`config.mk`:
```
export PLATFORM = sky130hd
export DESIGN_NAME = roman_numeral_encoder
export DESIGN_NICKNAME = d
export VERILOG_FILES = /design/src/hw/rtl/rne_pkg.sv /design/src/hw/rtl/roman_numeral_encoder.sv /design/src/hw/rtl/rne_front.sv /design/src/hw/rtl/rne_queue.sv /design/src/hw/rtl/rne_back.sv
export SDC_FILE = /design/constraint.sdc
export NUM_CORES = 1
export LEC_CHECK = 0
export BUFFER_PORTS_ARGS = -buffer_cell sky130_fd_sc_hd__buf_2
export CAP_MARGIN = 10
export CORE_MARGIN = 5
export CORE_UTILIZATION = 63
export CTS_BUF_LIST = sky130_fd_sc_hd__clkbuf_8
export DETAILED_ROUTE_END_ITERATION = 12
export MAX_ROUTING_LAYER = met4
export PLACE_DENSITY = 0.82
export SLEW_MARGIN = 0
export SYNTH_ARGS = -nofsm -noshare
export SYNTH_HDL_FRONTEND = slang
export SYNTH_HIERARCHICAL = 1
export SYNTH_SLANG_ARGS = --single-unit
```
`constraint.sdc`:
```
create_clock -name clk -period 4 [get_ports clk]
set_input_delay 0.6 -clock clk [delete_from_list [all_inputs] [get_ports clk]]
set_output_delay 0.6 -clock clk [all_outputs]
set_load 0.01 [all_outputs]
```
`src/hw/rtl/rne_pkg.sv`:
```
`timescale 1ns / 1ps

package rne_pkg;

    localparam int ValueWidth   = 12;
    localparam int SymWidth     = 7;
    localparam int NumPairs     = 13;
    localparam int PairIdxWidth = 4;
    localparam int QueueDepth   = 2;

    localparam logic [ValueWidth-1:0] ValueMax = 12'd3999;

    localparam logic [SymWidth-1:0] SymNone = 7'h00;
    localparam logic [SymWidth-1:0] SymI    = 7'h49;
    localparam logic [SymWidth-1:0] SymV    = 7'h56;
    localparam logic [SymWidth-1:0] SymX    = 7'h58;
    localparam logic [SymWidth-1:0] SymL    = 7'h4C;
    localparam logic [SymWidth-1:0] SymC    = 7'h43;
    localparam logic [SymWidth-1:0] SymD    = 7'h44;
    localparam logic [SymWidth-1:0] SymM    = 7'h4D;

    // One queued transaction: the value and its range check.
    typedef struct packed {
        logic [ValueWidth-1:0] value;
        logic                  err;
    } item_t;

    typedef struct packed {
        logic empty;
        logic full;
    } queue_status_t;

    function automatic logic [ValueWidth-1:0] pair_value(input logic [PairIdxWidth-1:0] idx);
        logic [ValueWidth-1:0] v;
        unique case (idx)
            4'd0:    v = 12'd1000;
            4'd1:    v = 12'd900;
            4'd2:    v = 12'd500;
            4'd3:    v = 12'd400;
            4'd4:    v = 12'd100;
            4'd5:    v = 12'd90;
            4'd6:    v = 12'd50;
            4'd7:    v = 12'd40;
            4'd8:    v = 12'd10;
            4'd9:    v = 12'd9;
            4'd10:   v = 12'd5;
            4'd11:   v = 12'd4;
            4'd12:   v = 12'd1;
            default: v = 12'd1;
        endcase
        return v;
    endfunction

    function automatic logic [SymWidth-1:0] pair_first(input logic [PairIdxWidth-1:0] idx);
        logic [SymWidth-1:0] s;
        unique case (idx)
            4'd0:    s = SymM;
            4'd1:    s = SymC;
            4'd2:    s = SymD;
            4'd3:    s = SymC;
            4'd4:    s = SymC;
            4'd5:    s = SymX;
            4'd6:    s = SymL;
            4'd7:    s = SymX;
            4'd8:    s = SymX;
            4'd9:    s = SymI;
            4'd10:   s = SymV;
            4'd11:   s = SymI;
            4'd12:   s = SymI;
            default: s = SymNone;
        endcase
        return s;
    endfunction

    // Second letter of a subtractive pair, SymNone for a single letter.
    function automatic logic [SymWidth-1:0] pair_second(input logic [PairIdxWidth-1:0] idx);
        logic [SymWidth-1:0] s;
        unique case (idx)
            4'd1:    s = SymM;
            4'd3:    s = SymD;
            4'd5:    s = SymC;
            4'd7:    s = SymL;
            4'd9:    s = SymX;
            4'd11:   s = SymV;
            default: s = SymNone;
        endcase
        return s;
    endfunction

endpackage

```
`src/hw/rtl/roman_numeral_encoder.sv`:
```
`timescale 1ns / 1ps
// With the back part idle, an out-of-range value gives a single error result once it leaves
// the queue; otherwise the back part emits the letters of the numeral in order.
// A value leaves the queue only while the back part is idle; then each letter and each pair
// stepped past takes its own step, and an out-of-range value is answered from idle. The back
// part's one-pair-per-cycle sequencer, held by output stalls, sets the pace; a two-entry queue
// buffers inputs. Reset (rst_n, asynchronous, active low) empties the queue and drops output.

module roman_numeral_encoder
    import rne_pkg::*;
#(
    parameter int QUEUE_DEPTH = QueueDepth
)
(
    input  logic                  clk,
    input  logic                  rst_n,
    input  logic                  in_valid,
    output logic                  in_stall,
    input  logic [ValueWidth-1:0] value,
    output logic                  out_valid,
    input  logic                  out_stall,
    output logic [SymWidth-1:0]   symbol,
    output logic                  last,
    output logic                  error
);

    queue_status_t q_status;
    item_t         push_item;
    item_t         head_item;
    logic          push;
    logic          pop;

    rne_front u_front (
        .in_valid  (in_valid),
        .in_stall  (in_stall),
        .value     (value),
        .q_status  (q_status),
        .push      (push),
        .push_item (push_item)
    );

    rne_queue #(
        .DEPTH (QUEUE_DEPTH)
    ) u_queue (
        .clk       (clk),
        .rst_n     (rst_n),
        .push      (push),
        .push_item (push_item),
        .pop       (pop),
        .head_item (head_item),
        .q_status  (q_status)
    );

    rne_back u_back (
        .clk       (clk),
        .rst_n     (rst_n),
        .q_status  (q_status),
        .head_item (head_item),
        .pop       (pop),
        .out_valid (out_valid),
        .out_stall (out_stall),
        .symbol    (symbol),
        .last      (last),
        .error     (error)
    );

endmodule

```
`src/hw/rtl/rne_front.sv`:
```
`timescale 1ns / 1ps

module rne_front
    import rne_pkg::*;
(
    input  logic                  in_valid,
    output logic                  in_stall,
    input  logic [ValueWidth-1:0] value,
    input  queue_status_t         q_status,
    output logic                  push,
    output item_t                 push_item
);

    // Zero and anything past MMMCMXCIX are reported as a single error result.
    assign push_item.value = value;
    assign push_item.err   = (value == '0) || (value > ValueMax);

    assign in_stall = q_status.full;
    assign push     = in_valid && !q_status.full;

endmodule

```
`src/hw/rtl/rne_queue.sv`:
```
`timescale 1ns / 1ps

module rne_queue
    import rne_pkg::*;
#(
    parameter int DEPTH = QueueDepth
)
(
    input  logic          clk,
    input  logic          rst_n,
    input  logic          push,
    input  item_t         push_item,
    input  logic          pop,
    output item_t         head_item,
    output queue_status_t q_status
);

    localparam int PtrW = (DEPTH > 1) ? $clog2(DEPTH) : 1;
    localparam int CntW = $clog2(DEPTH + 1);

    item_t            entry_reg [DEPTH];
    logic [PtrW-1:0]  wr_ptr_reg;
    logic [PtrW-1:0]  wr_ptr_next;
    logic [PtrW-1:0]  rd_ptr_reg;
    logic [PtrW-1:0]  rd_ptr_next;
    logic [CntW-1:0]  count_reg;
    logic [CntW-1:0]  count_next;
    logic             do_push;
    logic             do_pop;

    assign q_status.empty = (count_reg == '0);
    assign q_status.full  = (count_reg == CntW'(DEPTH));
    assign head_item      = entry_reg[rd_ptr_reg];

    assign do_push = push && !q_status.full;
    assign do_pop  = pop && !q_status.empty;

    always_comb
    begin
        wr_ptr_next = wr_ptr_reg;
        rd_ptr_next = rd_ptr_reg;
        count_next  = count_reg;
        if (do_push)
        begin
            wr_ptr_next = (wr_ptr_reg == PtrW'(DEPTH - 1)) ? '0 : PtrW'(wr_ptr_reg + 1'b1);
        end
        if (do_pop)
        begin
            rd_ptr_next = (rd_ptr_reg == PtrW'(DEPTH - 1)) ? '0 : PtrW'(rd_ptr_reg + 1'b1);
        end
        if (do_push && !do_pop)
        begin
            count_next = CntW'(count_reg + 1'b1);
        end
        else if (do_pop && !do_push)
        begin
            count_next = CntW'(count_reg - 1'b1);
        end
    end

    always_ff @(posedge clk or negedge rst_n)
    begin
        if (!rst_n)
        begin
            wr_ptr_reg <= '0;
            rd_ptr_reg <= '0;
            count_reg  <= '0;
        end
        else
        begin
            wr_ptr_reg <= wr_ptr_next;
            rd_ptr_reg <= rd_ptr_next;
            count_reg  <= count_next;
        end
    end

    always_ff @(posedge clk)
    begin
        if (do_push)
        begin
            entry_reg[wr_ptr_reg] <= push_item;
        end
    end

endmodule

```
`src/hw/rtl/rne_back.sv`:
```
`timescale 1ns / 1ps

module rne_back
    import rne_pkg::*;
(
    input  logic                clk,
    input  logic                rst_n,
    input  queue_status_t       q_status,
    input  item_t               head_item,
    output logic                pop,
    output logic                out_valid,
    input  logic                out_stall,
    output logic [SymWidth-1:0] symbol,
    output logic                last,
    output logic                error
);

    typedef enum logic {
        S_IDLE,
        S_WORK
    } state_t;

    state_t                  state_reg;
    state_t                  state_next;
    logic [ValueWidth-1:0]   rest_reg;
    logic [ValueWidth-1:0]   rest_next;
    logic [PairIdxWidth-1:0] pair_reg;
    logic [PairIdxWidth-1:0] pair_next;
    logic                    second_reg;
    logic                    second_next;
    logic                    out_valid_reg;
    logic                    out_valid_next;
    logic [SymWidth-1:0]     symbol_reg;
    logic [SymWidth-1:0]     symbol_next;
    logic                    last_reg;
    logic                    last_next;
    logic                    error_reg;
    logic                    error_next;

    logic                    out_free;
    logic [ValueWidth-1:0]   cur_value;
    logic [ValueWidth-1:0]   rest_sub;

    assign out_free  = !out_valid_reg || !out_stall;
    assign cur_value = pair_value(pair_reg);
    assign rest_sub  = rest_reg - cur_value;
    assign pop       = (state_reg == S_IDLE) && !q_status.empty && out_free;

    assign out_valid = out_valid_reg;
    assign symbol    = symbol_reg;
    assign last      = last_reg;
    assign error     = error_reg;

    // One pair is examined per cycle while the output is not stalled; a pair that fits emits a
    // letter and stays current, so a repeated letter is emitted again before moving to the next pair.
    always_comb
    begin
        state_next     = state_reg;
        rest_next      = rest_reg;
        pair_next      = pair_reg;
        second_next    = second_reg;
        out_valid_next = out_valid_reg;
        symbol_next    = symbol_reg;
        last_next      = last_reg;
        error_next     = error_reg;
        if (out_free)
        begin
            out_valid_next = 1'b0;
            unique case (state_reg)
                S_IDLE:
                begin
                    if (pop)
                    begin
                        if (head_item.err)
                        begin
                            out_valid_next = 1'b1;
                            symbol_next    = SymNone;
                            last_next      = 1'b1;
                            error_next     = 1'b1;
                        end
                        else
                        begin
                            state_next  = S_WORK;
                            rest_next   = head_item.value;
                            pair_next   = '0;
                            second_next = 1'b0;
                        end
                    end
                end
                S_WORK:
                begin
                    priority if (second_reg)
                    begin
                        // The pair's value was already taken off with its first letter.
                        out_valid_next = 1'b1;
                        symbol_next    = pair_second(pair_reg);
                        last_next      = (rest_reg == '0);
                        error_next     = 1'b0;
                        second_next    = 1'b0;
                        if (rest_reg == '0)
                        begin
                            state_next = S_IDLE;
                        end
                    end
                    else if (rest_reg >= cur_value)
                    begin
                        out_valid_next = 1'b1;
                        symbol_next    = pair_first(pair_reg);
                        error_next     = 1'b0;
                        rest_next      = rest_sub;
                        if (pair_second(pair_reg) != SymNone)
                        begin
                            second_next = 1'b1;
                            last_next   = 1'b0;
                        end
                        else
                        begin
                            last_next = (rest_sub == '0);
                            if (rest_sub == '0)
                            begin
                                state_next = S_IDLE;
                            end
                        end
                    end
                    else
                    begin
                        pair_next = PairIdxWidth'(pair_reg + 1'b1);
                    end
                end
                default:
                begin
                    state_next = S_IDLE;
                end
            endcase
        end
    end

    always_ff @(posedge clk or negedge rst_n)
    begin
        if (!rst_n)
        begin
            state_reg     <= S_IDLE;
            rest_reg      <= '0;
            pair_reg      <= '0;
            second_reg    <= 1'b0;
            out_valid_reg <= 1'b0;
            symbol_reg    <= SymNone;
            last_reg      <= 1'b0;
            error_reg     <= 1'b0;
        end
        else
        begin
            state_reg     <= state_next;
            rest_reg      <= rest_next;
            pair_reg      <= pair_next;
            second_reg    <= second_next;
            out_valid_reg <= out_valid_next;
            symbol_reg    <= symbol_next;
            last_reg      <= last_next;
            error_reg     <= error_next;
        end
    end

`ifndef NO_ASSERTIONS
    a_error_is_single: assert property (@(posedge clk) disable iff (!rst_n)
        out_valid_reg && error_reg |-> last_reg && (symbol_reg == SymNone))
        else $error("error transaction not a single last result");

    a_second_in_work: assert property (@(posedge clk) disable iff (!rst_n)
        second_reg |-> (state_reg == S_WORK))
        else $error("pending second letter outside of work state");

    a_pair_in_range: assert property (@(posedge clk) disable iff (!rst_n)
        (state_reg == S_WORK) |-> (pair_reg < PairIdxWidth'(NumPairs)))
        else $error("pair index ran past the last pair");

    a_work_has_rest: assert property (@(posedge clk) disable iff (!rst_n)
        (state_reg == S_WORK) && !second_reg |-> (rest_reg != '0))
        else $error("work state with nothing left to emit");

    a_last_ends_work: assert property (@(posedge clk) disable iff (!rst_n)
        out_free && (state_reg == S_WORK) && (state_next == S_IDLE) |=> out_valid_reg && last_reg)
        else $error("numeral ended without a last letter");
`endif

endmodule
```
==> metrics.yaml <==
synthTopCellsByArea: "edfxtp_1, dfrtp_1, ha_1"
dp_slack_ps: 338
yosys.area.top_type: "edfxtp_1"
fp.dieW_um: 85.4
cts_setup_buffers: 0
grt_max_degree: 32
via_per_inst: 6.01
setup_ws_ps: 315
path_max_fanout: 14
critPathBufInv: 1
synth-seq-area-share_pct: 43.5
drv_cap: 0
grt_pass1_vias: 2793
grt_pass1_wl_mm: 13.2
numCtsBuffers: 9
finalPower_mw: 3.80
numPortBuffers: 25
htreeDepth: 3
post_cts_resize_count: 0
maxSlewViolCount: 0
crit_family: "simple AND/OR/NAND/NOR gates"
fillers: 424
synthFlopType: "dfrtp_1"
outcome: "complete, no violations"
finalSetupViolCount: 0
period_share_pct: 92.1
crit_slowest_cell: "dfrtp_1"
final_hold_viol_count: 0
clockBufferDepth: 2
drt_wl_total_mm: 7.78
crit_type: "reg -> reg"
rsz0062_at_grt: "false"
min_path_type: "in -> async"
yosys_warnings: 6
tritoncts: "built"
r2r_end: "u_back/last"
endpoint_kind: "register"
crit_arrival_ps: 3910
drtIter0Drc: 170
drc_errors: 0
synthCells: 370
power_density_nw_per_um2: 988
start_kind: "register"
largest_reg_flops: 26
place_congestion: 0.912
clk_pin_slew_ps: 70
postRouteAntennaNets: 0
cp_data_required_time_ps: 4230
synth_cell_types: 57
ff2ff_path_depth: 14
syn_nets: 404
ys_seq_elements: 57
syn_avg_cell_area_um2: 9.68
dp_hpwl_mm: 5.79
area_growth_pct: 7.34
ir_worst_vdd_v: 0.000479
dr.pass1.iters: 4
num_vias: 2753
worstMarginPinSlew_ps: 1110
path_cells: "inv_1 -> ha_1 -> nor2b_1 -> a21oi_1 -> nor2_1 -> a31oi_1 -> ha_1 -> nand3_1 -> nor4_1 -> nor4_1 -> a21oi_2 -> o21a_1 -> nand3_1 -> o22a_1"
synthesis.area_um2: 3580
cpPeakStageDelay_ps: 470
synth_edf_count: 26
nets: 415
min_period_ps: 3680
synth_top_area_share_pct: 21.8
initial_core_util_pct: 65.1
p_leak_nw: 1.61
clk_latency_ps: 330
fin_tns_setup_ps: 0
slew_headroom_pct: 25.6
die_y_um: 85.4
fin_worst_skew_ps: 12.4
core_um2: 5510
whs_ps: 303
rrSetupSlack_ps: 320
cts-root-buf: "clkbuf_8"
rows: 27
dieArea_um2: 7290
grt_usage_pct: 23.6
cts.sinks: 57
r2r-start: "u_back/pair_reg[0]"
fmax_ghz: 0.271
pin_count: 27
antenna_found_initial: 0
ctsHoldBuffers: 0
drive_gt1_share_pct: 15.5
avgRoutedWirePerCell_um: 17.0
async_flop_share_pct: 54.4
gr-total-overflow: 0
antenna-diode-count: 0
fin_util_pct: 69.8
==> cell type report <==
| cell class | instances | area (µm²) | area share (%) |
|---|---|---|---|
| repair buffers | 29 | 155 | 4.04 |
| inverters | 23 | 86.3 | 2.25 |
| multi-input cells | 261 | 1770 | 46.0 |
| clock buffers | 9 | 124 | 3.22 |
| flip-flops and latches | 57 | 1560 | 40.5 |
| clock inverters | 7 | 65.1 | 1.69 |
| well taps | 72 | 90.1 | 2.34 |
==> cell families after synthesis <==
family | after synthesis | share of synthesized area, %
DFF | 57 | 43.5
buffers and inverters | 52 | 7.20
and+or+nand+nor | 106 | 14.1
xor gates and xnor gates | 9 | 2.20
adders and majority gates | 18 | 6.50
other | 1 | 0.105
muxes | 21 | 7.33
AOI/OAI and AO/OA | 106 | 19.1
==> power breakdown <==
group | internal, mW | switching, mW | total (mW)
Combinational | 0.924 | 1.35 | 2.27
Clock | 0.282 | 0.228 | 0.509
Sequential | 0.835 | 0.183 | 1.02
Total | 2.04 | 1.76 | 3.80
==> worst max path at each step <==
| stage | startpoint | to | slack [ps] | cells after the start |
|---|---|---|---|---|
| detailed placement | u_back/pair_reg[0] | u_back/last | 340 | 14 |
| floorplan | u_back/pair_reg[0] | u_back/state_reg | 730 | 12 |
| global placement | u_back/pair_reg[0] | u_back/state_reg | 500 | 12 |
| finish | u_back/pair_reg[0] | u_back/last | 320 | 14 |
| global route | u_back/pair_reg[0] | u_back/last | 80 | 14 |
| CTS | u_back/pair_reg[0] | u_back/last | 350 | 14 |
==> layer usage <==
metal	GRT usage [%]	share of wire, %	vias up
li1	-	-	1353
met5	-	0	-
met2	39.2	49	72
met1	28.9	44	1310
met3	3.88	4.7	18
met4	8.78	1.7	0
==> layout by cell type (no fill, tap or decap), drive strengths merged, types with 3 or more instances in the layout <==
cell	count
nor2	29
nor2b	4
o211ai	5
xor2	3
ha	17
clkbuf	9
clkinvlp	3
dfrtp	31
nand2	31
xnor2	6
o21ai	35
mux2i	6
o21a	6
nor3	6
a21boi	4
nand3	11
nor4	9
mux2	15
edfxtp	26
buf	29
inv	25
a21oi	25
or3	5
a211oi	3
a21o	4
nand4	4
==> worst reg2reg max path: stages, from the launching register on <==
cell,delay [ps]
dfrtp_1,470
inv_1,200
ha_1,270
nor2b_1,230
a21oi_1,60
nor2_1,90
a31oi_1,60
ha_1,400
nand3_1,140
nor4_1,380
nor4_1,150
a21oi_2,340
o21a_1,460
nand3_1,150
o22a_1,180
==> stage by stage <==
stage	std cells	area (µm²)
2_1_floorplan	370	3580
3_3_place_gp	442	3660
3_5_place_dp	442	3660
4_1_cts	458	3840
5_1_grt	458	3840
6_report	458	3840
==> Yosys cell counts (5+ instances only) <==
master     n
a21oi_1   23
buf_4     14
clkbuf_1  12
dfrtp_1   31
edfxtp_1  26
ha_1      17
inv_1     23
mux2_4     9
mux2i_1    6
nand2_1   31
nand3_1   11
nor2_1    29
nor3_1     6
nor4_1     8
o211ai_1   5
o21a_1     6
o21ai_0   33
xnor2_1    6
(Power assumes the default switching activity.)
